$ cat config.mk
export PLATFORM = sky130hd
export DESIGN_NAME = stereo_block_peak_bar_meter
export DESIGN_NICKNAME = d
export VERILOG_FILES = /design/src/sv/sbpbm_pkg.sv /design/src/sv/sbpbm_front.sv /design/src/sv/sbpbm_fifo.sv /design/src/sv/sbpbm_back.sv /design/src/sv/stereo_block_peak_bar_meter.sv
export SDC_FILE = /design/constraint.sdc
export NUM_CORES = 2
export LEC_CHECK = 0
export ABC_AREA = 0
export BUFFER_PORTS_ARGS = -buffer_cell sky130_fd_sc_hd__buf_2
export CAP_MARGIN = 20
export CORE_AREA = 10 10 410 412
export CTS_CLUSTER_DIAMETER = 80
export CTS_CLUSTER_SIZE = 8
export DETAILED_ROUTE_END_ITERATION = 8
export DIE_AREA = 0 0 420 422
export SKIP_LAST_GASP = 1
export SYNTH_ARGS = -nofsm -noshare
export SYNTH_HDL_FRONTEND = slang
export SYNTH_SLANG_ARGS = --single-unit
$ cat constraint.sdc
create_clock -name i_clk -period 20.5 [get_ports i_clk]
set_clock_uncertainty 0.1 [all_clocks]
set_input_delay 1.025 -clock i_clk [delete_from_list [all_inputs] [get_ports i_clk]]
set_output_delay 1.025 -clock i_clk [all_outputs]
set_load 0.01 [all_outputs]
$ cat src/sv/sbpbm_pkg.sv
// Shared types and constants for the stereo block peak bar meter.
// No dependencies; imported by every module of the block.
package sbpbm_pkg;

    localparam int SAMPLE_W   = 16;
    localparam int FIFO_DEPTH = 4;
    localparam int ACC_W      = 19;

    localparam logic [ACC_W-1:0] ACC_MAX = {ACC_W{1'b1}};
    localparam logic signed [SAMPLE_W-1:0] FULL_SCALE = 16'sd32767;
    localparam logic [5:0] LAST_SECOND = 6'd59;
    localparam logic [5:0] LAST_MINUTE = 6'd59;
    localparam logic [6:0] LAST_HOUR   = 7'd98;

    localparam logic [15:0] FPB_RESET = 16'd1024;
    localparam logic [7:0]  BW_RESET  = 8'd30;
    localparam logic [17:0] FPS_RESET = 18'd44100;

    typedef enum logic [1:0] {
        CFG_FRAMES_PER_BLOCK  = 2'd0,
        CFG_BAR_WIDTH         = 2'd1,
        CFG_FRAMES_PER_SECOND = 2'd2
    } t_cfg_idx;

    // one finished block: channel extremes plus the stamp it carries
    typedef struct packed {
        logic signed [SAMPLE_W-1:0] lmin;
        logic signed [SAMPLE_W-1:0] lmax;
        logic signed [SAMPLE_W-1:0] rmin;
        logic signed [SAMPLE_W-1:0] rmax;
        logic                       stamp_valid;
        logic [6:0]                 hours;
        logic [5:0]                 minutes;
        logic [5:0]                 seconds;
    } t_row;

    typedef struct packed {
        logic valid;
        logic ready;
    } t_hs;

endpackage

$ cat src/sv/sbpbm_front.sv
// Front end: takes frames, tracks per-channel extremes, closes blocks and
// runs the time stamp clock. Depends on sbpbm_pkg.
module sbpbm_front (
    input  logic                 i_clk,
    input  logic                 i_rst_n,
    input  logic                 i_accept,
    input  logic signed [15:0]   i_left,
    input  logic signed [15:0]   i_right,
    input  logic                 i_eos,
    input  logic [15:0]          i_frames_per_block,
    input  logic [17:0]          i_frames_per_second,
    output logic                 o_push,
    output sbpbm_pkg::t_row      o_row
);
    import sbpbm_pkg::*;

    logic signed [15:0] r_lmin, r_lmax, r_rmin, r_rmax;
    logic signed [15:0] n_lmin, n_lmax, n_rmin, n_rmax;
    logic [15:0]        r_fib, n_fib;
    logic [ACC_W-1:0]   r_fss, n_fss;
    logic               r_started, n_started;
    logic [5:0]         r_sec, n_sec, r_min, n_min;
    logic [6:0]         r_hr, n_hr;

    logic [15:0]        size;
    logic [15:0]        cnt;
    logic               close;
    logic               stamp;
    logic [ACC_W:0]     acc;
    logic [ACC_W:0]     acc_sub;
    logic signed [15:0] lmin_u, lmax_u, rmin_u, rmax_u;

    always_comb begin
        size   = (i_frames_per_block == 16'd0) ? 16'd1 : i_frames_per_block;
        cnt    = r_fib + 16'd1;
        close  = (cnt >= size) || i_eos;
        lmin_u = (i_left  < r_lmin) ? i_left  : r_lmin;
        lmax_u = (i_left  > r_lmax) ? i_left  : r_lmax;
        rmin_u = (i_right < r_rmin) ? i_right : r_rmin;
        rmax_u = (i_right > r_rmax) ? i_right : r_rmax;
        acc     = {1'b0, r_fss} + {{(ACC_W-15){1'b0}}, cnt};
        acc_sub = acc - {{(ACC_W-17){1'b0}}, i_frames_per_second};

        n_lmin    = r_lmin;
        n_lmax    = r_lmax;
        n_rmin    = r_rmin;
        n_rmax    = r_rmax;
        n_fib     = r_fib;
        n_fss     = r_fss;
        n_started = r_started;
        n_sec     = r_sec;
        n_min     = r_min;
        n_hr      = r_hr;
        stamp     = 1'b0;
        o_push    = 1'b0;
        o_row     = '0;

        if (i_accept) begin
            if (!close) begin
                n_lmin = lmin_u;
                n_lmax = lmax_u;
                n_rmin = rmin_u;
                n_rmax = rmax_u;
                n_fib  = cnt;
            end else begin
                o_push     = 1'b1;
                o_row.lmin = lmin_u;
                o_row.lmax = lmax_u;
                o_row.rmin = rmin_u;
                o_row.rmax = rmax_u;
                // short block: missing frames count as zero samples
                if (cnt < size) begin
                    if (lmin_u > 16'sd0) o_row.lmin = 16'sd0;
                    if (lmax_u < 16'sd0) o_row.lmax = 16'sd0;
                    if (rmin_u > 16'sd0) o_row.rmin = 16'sd0;
                    if (rmax_u < 16'sd0) o_row.rmax = 16'sd0;
                end

                if (!r_started) begin
                    n_started = 1'b1;
                    n_fss     = {{(ACC_W-16){1'b0}}, cnt};
                    stamp     = 1'b1;
                end else if (acc > {{(ACC_W-17){1'b0}}, i_frames_per_second}) begin
                    stamp = 1'b1;
                    n_fss = (acc_sub > {1'b0, ACC_MAX}) ? ACC_MAX : acc_sub[ACC_W-1:0];
                    if (r_sec == LAST_SECOND) begin
                        n_sec = 6'd0;
                        if (r_min == LAST_MINUTE) begin
                            n_min = 6'd0;
                            n_hr  = (r_hr == LAST_HOUR) ? 7'd0 : r_hr + 7'd1;
                        end else begin
                            n_min = r_min + 6'd1;
                        end
                    end else begin
                        n_sec = r_sec + 6'd1;
                    end
                end else begin
                    n_fss = (acc > {1'b0, ACC_MAX}) ? ACC_MAX : acc[ACC_W-1:0];
                end

                o_row.stamp_valid = stamp;
                o_row.hours       = stamp ? n_hr  : 7'd0;
                o_row.minutes     = stamp ? n_min : 6'd0;
                o_row.seconds     = stamp ? n_sec : 6'd0;

                n_lmin = FULL_SCALE;
                n_lmax = -FULL_SCALE;
                n_rmin = FULL_SCALE;
                n_rmax = -FULL_SCALE;
                n_fib  = 16'd0;
            end
        end
    end

    always_ff @(posedge i_clk) begin
        if (!i_rst_n) begin
            r_lmin    <= FULL_SCALE;
            r_lmax    <= -FULL_SCALE;
            r_rmin    <= FULL_SCALE;
            r_rmax    <= -FULL_SCALE;
            r_fib     <= 16'd0;
            r_fss     <= '0;
            r_started <= 1'b0;
            r_sec     <= 6'd0;
            r_min     <= 6'd0;
            r_hr      <= 7'd0;
        end else begin
            r_lmin    <= n_lmin;
            r_lmax    <= n_lmax;
            r_rmin    <= n_rmin;
            r_rmax    <= n_rmax;
            r_fib     <= n_fib;
            r_fss     <= n_fss;
            r_started <= n_started;
            r_sec     <= n_sec;
            r_min     <= n_min;
            r_hr      <= n_hr;
        end
    end

endmodule

$ cat src/sv/sbpbm_fifo.sv
// Short row queue between front and back end, held in flops.
// Depends on sbpbm_pkg.
module sbpbm_fifo (
    input  logic            i_clk,
    input  logic            i_rst_n,
    input  logic            i_push,
    input  sbpbm_pkg::t_row i_row,
    output logic            o_full,
    output sbpbm_pkg::t_hs  o_pop_hs,
    input  logic            i_pop,
    output sbpbm_pkg::t_row o_row
);
    import sbpbm_pkg::*;

    localparam int PTR_W = $clog2(FIFO_DEPTH);
    localparam int CNT_W = $clog2(FIFO_DEPTH + 1);

    t_row             r_mem [FIFO_DEPTH];
    logic [PTR_W-1:0] r_wptr, n_wptr, r_rptr, n_rptr;
    logic [CNT_W-1:0] r_count, n_count;
    logic             do_push, do_pop;

    always_comb begin
        o_full         = (r_count == CNT_W'(FIFO_DEPTH));
        o_pop_hs.valid = (r_count != '0);
        o_pop_hs.ready = i_pop;
        do_push        = i_push && !o_full;
        do_pop         = i_pop && o_pop_hs.valid;
        o_row          = r_mem[r_rptr];
        n_wptr         = do_push ? r_wptr + PTR_W'(1) : r_wptr;
        n_rptr         = do_pop  ? r_rptr + PTR_W'(1) : r_rptr;
        n_count        = r_count + CNT_W'(do_push) - CNT_W'(do_pop);
    end

    always_ff @(posedge i_clk) begin
        if (do_push) begin
            r_mem[r_wptr] <= i_row;
        end
    end

    always_ff @(posedge i_clk) begin
        if (!i_rst_n) begin
            r_wptr  <= '0;
            r_rptr  <= '0;
            r_count <= '0;
        end else begin
            r_wptr  <= n_wptr;
            r_rptr  <= n_rptr;
            r_count <= n_count;
        end
    end

endmodule

$ cat src/sv/sbpbm_back.sv
// Back end: turns queued rows into bar columns, col = (W + W*x/32767)/2,
// over a multiply stage and an output register. Depends on sbpbm_pkg.
module sbpbm_back (
    input  logic            i_clk,
    input  logic            i_rst_n,
    input  logic [7:0]      i_bar_width,
    input  sbpbm_pkg::t_hs  i_pop_hs,
    input  sbpbm_pkg::t_row i_row,
    output logic            o_pop,
    output logic            o_valid,
    input  logic            i_ready,
    output logic [55:0]     o_data,
    output logic            o_stamp_valid
);
    import sbpbm_pkg::*;

    typedef struct packed {
        logic signed [23:0] lmin;
        logic signed [23:0] lmax;
        logic signed [23:0] rmin;
        logic signed [23:0] rmax;
        logic               stamp_valid;
        logic [6:0]         hours;
        logic [5:0]         minutes;
        logic [5:0]         seconds;
    } t_prod;

    // |p|/32767 = q0 + 1 when (|p| mod 32768) + q0 reaches 32767, q0 = |p| >> 15
    function automatic logic [7:0] column(input logic signed [23:0] p,
                                          input logic [7:0] w);
        logic [22:0] a;
        logic [7:0]  q0;
        logic [16:0] r;
        logic [8:0]  q;
        logic [8:0]  s;
        a  = p[23] ? 23'(-p) : p[22:0];
        q0 = a[22:15];
        r  = {2'b0, a[14:0]} + {9'b0, q0};
        q  = {1'b0, q0} + ((r >= 17'd32767) ? 9'd1 : 9'd0);
        s  = p[23] ? ({1'b0, w} - q) : ({1'b0, w} + q);
        return s[8:1];
    endfunction

    t_prod       r_s1, n_s1;
    logic        r_s1_valid;
    logic        r_out_valid;
    logic [55:0] r_data;
    logic        r_stamp;
    logic        out_load, s1_load;
    logic signed [8:0]  w_s;
    logic signed [24:0] p_lmin, p_lmax, p_rmin, p_rmax;

    always_comb begin
        out_load = r_s1_valid && (!r_out_valid || i_ready);
        s1_load  = !r_s1_valid || out_load;
        o_pop    = s1_load && i_pop_hs.valid;
        w_s      = $signed({1'b0, i_bar_width});
        p_lmin   = w_s * i_row.lmin;
        p_lmax   = w_s * i_row.lmax;
        p_rmin   = w_s * i_row.rmin;
        p_rmax   = w_s * i_row.rmax;
        n_s1.lmin        = p_lmin[23:0];
        n_s1.lmax        = p_lmax[23:0];
        n_s1.rmin        = p_rmin[23:0];
        n_s1.rmax        = p_rmax[23:0];
        n_s1.stamp_valid = i_row.stamp_valid;
        n_s1.hours       = i_row.hours;
        n_s1.minutes     = i_row.minutes;
        n_s1.seconds     = i_row.seconds;
    end

    always_ff @(posedge i_clk) begin
        if (!i_rst_n) begin
            r_s1_valid  <= 1'b0;
            r_out_valid <= 1'b0;
        end else begin
            if (s1_load) begin
                r_s1_valid <= i_pop_hs.valid && i_pop_hs.ready;
            end
            if (out_load) begin
                r_out_valid <= 1'b1;
            end else if (i_ready) begin
                r_out_valid <= 1'b0;
            end
        end
    end

    always_ff @(posedge i_clk) begin
        if (o_pop) begin
            r_s1 <= n_s1;
        end
        if (out_load) begin
            r_data  <= {5'b0, r_s1.seconds, r_s1.minutes, r_s1.hours,
                        column(r_s1.rmax, i_bar_width), column(r_s1.rmin, i_bar_width),
                        column(r_s1.lmax, i_bar_width), column(r_s1.lmin, i_bar_width)};
            r_stamp <= r_s1.stamp_valid;
        end
    end

    assign o_valid       = r_out_valid;
    assign o_data        = r_data;
    assign o_stamp_valid = r_stamp;

endmodule

$ cat src/sv/stereo_block_peak_bar_meter.sv
// Top level of the stereo block peak bar meter: configuration registers,
// front end, row queue and back end. Depends on sbpbm_pkg and sbpbm_* modules.
//
//   channel  direction  handshake                       payload
//   s_axis   in         s_axis_tvalid / s_axis_tready   tdata {right, left}, tlast eos
//   m_axis   out        m_axis_tvalid / m_axis_tready   tdata columns+stamp, tuser
//   cfg      in         i_cfg_we (no handshake back)    i_cfg_addr, i_cfg_data
//
// One frame is taken every cycle while the row queue has room. A closing frame
// becomes a row in a 4-deep queue and reaches m_axis through the queue, the
// multiply stage and the output register. Reset is synchronous; no clearing pass.
// s_axis stalls only while the row queue is full; the output register lets
// the back end hold a result while the queue keeps filling.
module stereo_block_peak_bar_meter (
    input  logic        i_clk,
    input  logic        i_rst_n,
    input  logic        s_axis_tvalid,
    output logic        s_axis_tready,
    input  logic [31:0] s_axis_tdata,   // [15:0] left_sample, [31:16] right_sample
    input  logic        s_axis_tlast,   // end_of_stream
    output logic        m_axis_tvalid,
    input  logic        m_axis_tready,
    // [7:0] left_low_col, [15:8] left_high_col, [23:16] right_low_col,
    // [31:24] right_high_col, [38:32] stamp_hours, [44:39] stamp_minutes,
    // [50:45] stamp_seconds, [55:51] zero
    output logic [55:0] m_axis_tdata,
    output logic        m_axis_tuser,   // stamp_valid
    input  logic        i_cfg_we,
    input  logic [1:0]  i_cfg_addr,
    input  logic [17:0] i_cfg_data
);
    import sbpbm_pkg::*;

    logic [15:0] r_fpb;
    logic [7:0]  r_bw;
    logic [17:0] r_fps;

    logic  accept;
    logic  push;
    logic  full;
    logic  pop;
    t_row  row_in, row_out;
    t_hs   pop_hs;

    always_ff @(posedge i_clk) begin
        if (!i_rst_n) begin
            r_fpb <= FPB_RESET;
            r_bw  <= BW_RESET;
            r_fps <= FPS_RESET;
        end else if (i_cfg_we) begin
            unique case (i_cfg_addr)
                CFG_FRAMES_PER_BLOCK:  r_fpb <= i_cfg_data[15:0];
                CFG_BAR_WIDTH:         r_bw  <= i_cfg_data[7:0];
                CFG_FRAMES_PER_SECOND: r_fps <= i_cfg_data;
                default: ;
            endcase
        end
    end

    assign s_axis_tready = !full;
    assign accept        = s_axis_tvalid && s_axis_tready;

    sbpbm_front u_front (
        .i_clk               (i_clk),
        .i_rst_n             (i_rst_n),
        .i_accept            (accept),
        .i_left              ($signed(s_axis_tdata[15:0])),
        .i_right             ($signed(s_axis_tdata[31:16])),
        .i_eos               (s_axis_tlast),
        .i_frames_per_block  (r_fpb),
        .i_frames_per_second (r_fps),
        .o_push              (push),
        .o_row               (row_in)
    );

    sbpbm_fifo u_fifo (
        .i_clk    (i_clk),
        .i_rst_n  (i_rst_n),
        .i_push   (push),
        .i_row    (row_in),
        .o_full   (full),
        .o_pop_hs (pop_hs),
        .i_pop    (pop),
        .o_row    (row_out)
    );

    sbpbm_back u_back (
        .i_clk         (i_clk),
        .i_rst_n       (i_rst_n),
        .i_bar_width   (r_bw),
        .i_pop_hs      (pop_hs),
        .i_row         (row_out),
        .o_pop         (pop),
        .o_valid       (m_axis_tvalid),
        .i_ready       (m_axis_tready),
        .o_data        (m_axis_tdata),
        .o_stamp_valid (m_axis_tuser)
    );

endmodule

Word-level counts from Yosys, hierarchy flattened --
Memories as Yosys holds them, arrays and structs flattened. A register that Yosys moved wholly into a read port is not among the register bits. Index checks and enable logic that the tools add are counted.
Operators by class: muxes and demuxes 60, $mul 4, equal/unequal tests 6, reductions and logical operators 19, add/subtract/negate cells 30, order comparisons 17
Operators by type and width (count):
- $mux 16 | 14
- $mux 84 | 2
- $mul 9x16->24 | 4
- $mux 23 | 4
- $neg 23->23 | 4
- $mux 19 | 4
- $add 8x9->9 | 8
- $ge 17x15->1 const B | 4
- $add 15x8->16 | 4
- $mux 64 | 1
- $mux 6 | 9
- $lt 16x16->1 | 3
- $mux 7 | 6
- $gt 20x19->1 const B | 2
- $mux 9 | 4
- $sub 8x9->9 | 4
- $gt 16x1->1 const B | 2
- $gt 16x16->1 | 2
- $lt 16x1->1 const B | 2
- $add 19x16->20 | 1
- $gt 20x18->1 | 1
- $sub 20x18->20 | 1
- $add 16x1->16 const B | 1
- $ge 16x16->1 | 1
- other kinds (20) | 48
Word-level totals: input port bits 58, memory bits (writable) 336, memories 1, register bits after elaboration 338, output and inout port bits 59
Memory list:
- u_fifo.r_mem | words 4, bits a word 84, rd ports 1, clocked after Yosys merged registers in 1, write ports 1, line sbpbm_fifo.sv:18 | t_row r_mem [FIFO_DEPTH];

Depth between registers and ports, before layout --
word-level depth 10, depth in mapped cells 34, mapped depth without buffers 32

Hierarchy --
A second synthesis with hierarchy kept.
Unflattened totals: cell total of the unflattened synthesis 5167, area total of the unflattened synthesis 53901.7 sq um
By module, submodules not included:
- sbpbm_back | instances 1, area each 29174.2 sq um, sequential area each 5084.9 sq um, cells each 3114
- sbpbm_fifo | instances 1, area each 12602.1 sq um, sequential area each 10269.8 sq um, cells each 487
- sbpbm_front | instances 1, area each 10448.8 sq um, sequential area each 2382.3 sq um, cells each 1392
- stereo_block_peak_bar_meter | instances 1, area each 1676.6 sq um, sequential area each 840.8 sq um, cells each 174

Worst setup path before layout --
Ideal clock, no wire load.
kind input port to flip-flop, from input m_axis_tready, to register u_fifo.r_count[2], setup slack 11581 ps, library setup time 128 ps, stages 10, arrival 8692 ps, cells stage by stage nor2b_1 -> a21oi_1 -> ha_1 -> inv_1 -> ha_1 -> inv_1 -> fa_1 -> xor2_1 -> xnor2_1 -> nor2_1
Between the ends: cells in the longest elaborated chain, start to end 6
Ends and longest elaborated chain:
- start, declared | line stereo_block_peak_bar_meter.sv:22 | input logic m_axis_tready,
- $logic_or 1x1->1 | line sbpbm_back.sv:54 | out_load = r_s1_valid && (!r_out_valid || i_ready);
- $logic_and 1x1->1 | line sbpbm_back.sv:54
- $logic_or 1x1->1 | line sbpbm_back.sv:55 | s1_load = !r_s1_valid || out_load;
- $logic_and 1x1->1 | line sbpbm_back.sv:56 | o_pop = s1_load && i_pop_hs.valid;
- via pop | line stereo_block_peak_bar_meter.sv:41 | logic pop;
- $logic_and 1x1->1 | line sbpbm_fifo.sv:28 | do_pop = i_pop && o_pop_hs.valid;
- $sub 3x1->3 | line sbpbm_fifo.sv:32 | n_count = r_count + CNT_W'(do_push) - CNT_W'(do_pop);
- end signal, assigned | line sbpbm_fifo.sv:49 | r_count <= n_count;
- end, declared | line sbpbm_fifo.sv:20 | logic [CNT_W-1:0] r_count, n_count;
The timed path passes the listed nets, and every way through them passes these cells. A chain may end at the register's enable or synchronous reset.

==> results by group <==
Run status
  – Status: finished clean

Final layout
  – Fin nets: 6,222
  – Design area: 0.0598 sq mm
  – Share of post-route cells with drive strength above 1: 7.78%
  – Area Growth Syn to Fin: 10.8%
  – FF/Latch Area: 0.0186 sq mm
  – Filler instances: 15.6k
  – Area of the multi-input gates: 0.0320 sq mm

STA
  – Fin Setup TNS: 0 ns
  – Final Hold Violating Endpoints: 0
  – Unrepaired setup endpoints after global routing: no
  – Fin crit share: 36.9%
  – Max Freq: 132 MHz
  – Final Max Slew Viols: 0
  – Worst slew margin: 28.7%
  – Setup violations, final: 0
  – Slew at the pin closest to its max-slew limit: 1.07 ns
  – Min Tclk post-route: 7.56 ns

Synth
  – Post-Synthesis Cells: 5,303
  – FF+latch count, synth: 676
  – Post-synth EDFFs: 504
  – Synth top area share: 28.0%
  – Ys Warns: 0
  – Synth unique cells: 100
  – Most frequent cells after synthesis: 724 x inv_1, 504 x edfxtp_1, 451 x nand2_1
  – FFs w/ async S/R, synth: 0%
  – Count leader, synth: inv_1
  – Seq/Total Area, Yosys: 34.4%
  – Yosys top cell by area: edfxtp_1
  – Synth Cell Area: 0.0540 sq mm
  – Avg Cell Area, Syn: 10.2 sq um
  – Dominant cells by area after synthesis: edfxtp_1 28%, fa_1 15%, ha_1 9.1%
  – Synth Flop Type: edfxtp_1

Setup path
  – Critical Path Start Type: flop
  – Setup slack, reg-to-reg: 12.94 ns
  – CP required: 20.86 ns
  – Peak fanout along the critical path: 24
  – Worst Path Arrival: 7.92 ns
  – CP Capture Type: flop
  – WS Path Type: flop to flop

Placement
  – Placed wire-length estimate: 96,400 um
  – Port-buffer cells: 111
  – Gpl congestion: 0.849
  – Placed cell areas: 0.0568 sq mm

Clocking
  – Post-CTS Setup Inserts: 0
  – CTS buffer count: 100
  – H-tree levels: 3
  – Root buffer cell: clkbuf_16
  – Clock Sinks: 676
  – Number of gates resized after CTS: 0
  – Clk buf depth: 3
  – Hold bufs inserted after CTS: 0
  – CTS tree: built
  – Clock transition at the registers of the reported paths: 0.05 ns
  – Clock Latency Late Sink: 0.76 ns

Global route
  – Largest net degree at the start of global routing: 101
  – Initial antenna violation count: 33
  – Vias in the first global route: 39.0k
  – Overflow left after global routing: 0
  – Global-route wire length before repair: 214,000 um
  – Gr usage total: 14.8%

Floorplan
  – Starting Density: 33.8%
  – Die H: 422 um
  – Die X-Extent: 420 um
  – Full die area: 0.177 sq mm
  – IO Pins: 117
  – Core area: 0.160 sq mm
  – Row count: 147

Routing
  – Routed WL: 132,000 um
  – Vias post-DR: 38.6k
  – Final ANT Viol Nets: 0
  – Via/cell ratio: 5.13
  – Number of remaining DRC errors: 0
  – Routed length per placed instance: 17.5 um
  – Pre-antenna DRT Iters: 5
  – Iteration-0 DRC Markers: 2,541

Flow run
  – Max cap viols: 0

Min path
  – Hold crit path type: flop to flop
-- per-stage QoR --
| step | setup WS [ns] | util, % | instances | hold slack [ns] |
|---|---|---|---|---|
| after floorplan | 11.58 | - | 5307 | 0.300 |
| after global placement | 13.13 | 35.5 | 7343 | 0.304 |
| after detailed placement | 13.14 | 35.6 | 7344 | 0.305 |
| after CTS | 13.06 | 37.4 | 7511 | 0.317 |
| after global routing | 12.43 | 37.4 | 7522 | 0.322 |
| final | 12.94 | 37.4 | 7527 | 0.316 |
-- cells in the final DEF, fill, tap and decap left out, drive strengths merged, types with 38 or more instances in the layout --
cell,netlist,routed
o21a,48,48
and2,346,346
nor3,116,116
nor2b,49,49
o211ai,71,71
nor2,259,259
a21oi,263,263
xnor2,209,209
o21ai,141,141
nand2b,47,47
mux2i,68,68
inv,725,726
fa,411,411
xor2,83,83
clkbuf,171,148
mux4,84,84
nand4,63,63
a21o,38,38
nand2,452,452
buf,31,155
ha,391,391
dfxtp,172,172
nand3,139,139
edfxtp,504,504
-- critical path: stages, from the launching register on --
cell and delay (ns):
dfxtp_1 0.43, ha_1 0.28, nand2_1 0.08, nor2_1 0.22
and3_1 0.27, and3_1 0.25, nand3_1 0.19, xnor2_1 0.36
ha_1 0.38, a21o_1 0.20, a21oi_1 0.14, nand2_1 0.08
nor4_1 0.56, nor2_1 0.09, nand2_1 0.11, xnor2_1 0.15
ha_1 0.33, nand2_1 0.11, nor2b_1 0.08, a221oi_1 0.28
nand3_1 0.15, o22ai_1 0.26, o2111ai_1 0.29, and2_1 0.60
o21ai_2 0.58, inv_1 0.26, a32o_1 0.37
-- routing by layer --
layer  vias to the layer above  wire [um]  global-route usage (%)
met5                         -        181                       0
met3                       239       6450                    2.51
li1                      18300          -                       -
met2                       823      59800                    23.7
met4                        26       3140                    3.92
met1                     19200      62500                    20.5
-- path summary, 6_finish.rpt --
kind | startpoint | endpoint | depth (start not counted)
worst min-delay path | u_back.r_s1[7] | u_back.o_data[40] | 0
worst min register to register | u_back.r_s1[7] | u_back.o_data[40] | 0
worst max-delay path | u_front.r_fib[0] | u_fifo.r_mem[3][18] | 26
worst max register to register | u_front.r_fib[0] | u_fifo.r_mem[3][18] | 26
-- kinds of logic after synthesis --
logic type      synth area share (%)
other cells                  0.00694
fa+ha+maj                       24.3
flops                           34.4
compound gates                  9.68
simple gates                    15.5
xor+xnor                        4.84
mux                             4.78
buf+inv                         6.51
-- flip-flops by register name, summed over array words and instances (netlist names), 16 cells and up, named ones only --
signal and cells:
r_fpb 16, u_front.r_lmin 16, u_front.r_rmin 16, u_back.o_data 51
u_front.r_fib 16, u_front.r_rmax 16, r_fps 18, u_fifo.r_mem 336
u_back.r_s1 116, u_front.r_fss 19, u_front.r_lmax 16
-- area by class of cell --
class	count	share of cell area (%)
Antenna cell	14	0.0586
Clock buffer	148	4.48
Clock inverter	19	0.458
Inverter	725	4.55
Multi-Input combinational cell	3704	53.5
Sequential cell	676	31.1
Tap cell	2086	4.36
Timing Repair Buffer	155	1.49
Power is left out: the tool's default activity adds up to more than one toggle a clock period on the data nets, which glitch-free logic cannot reach.
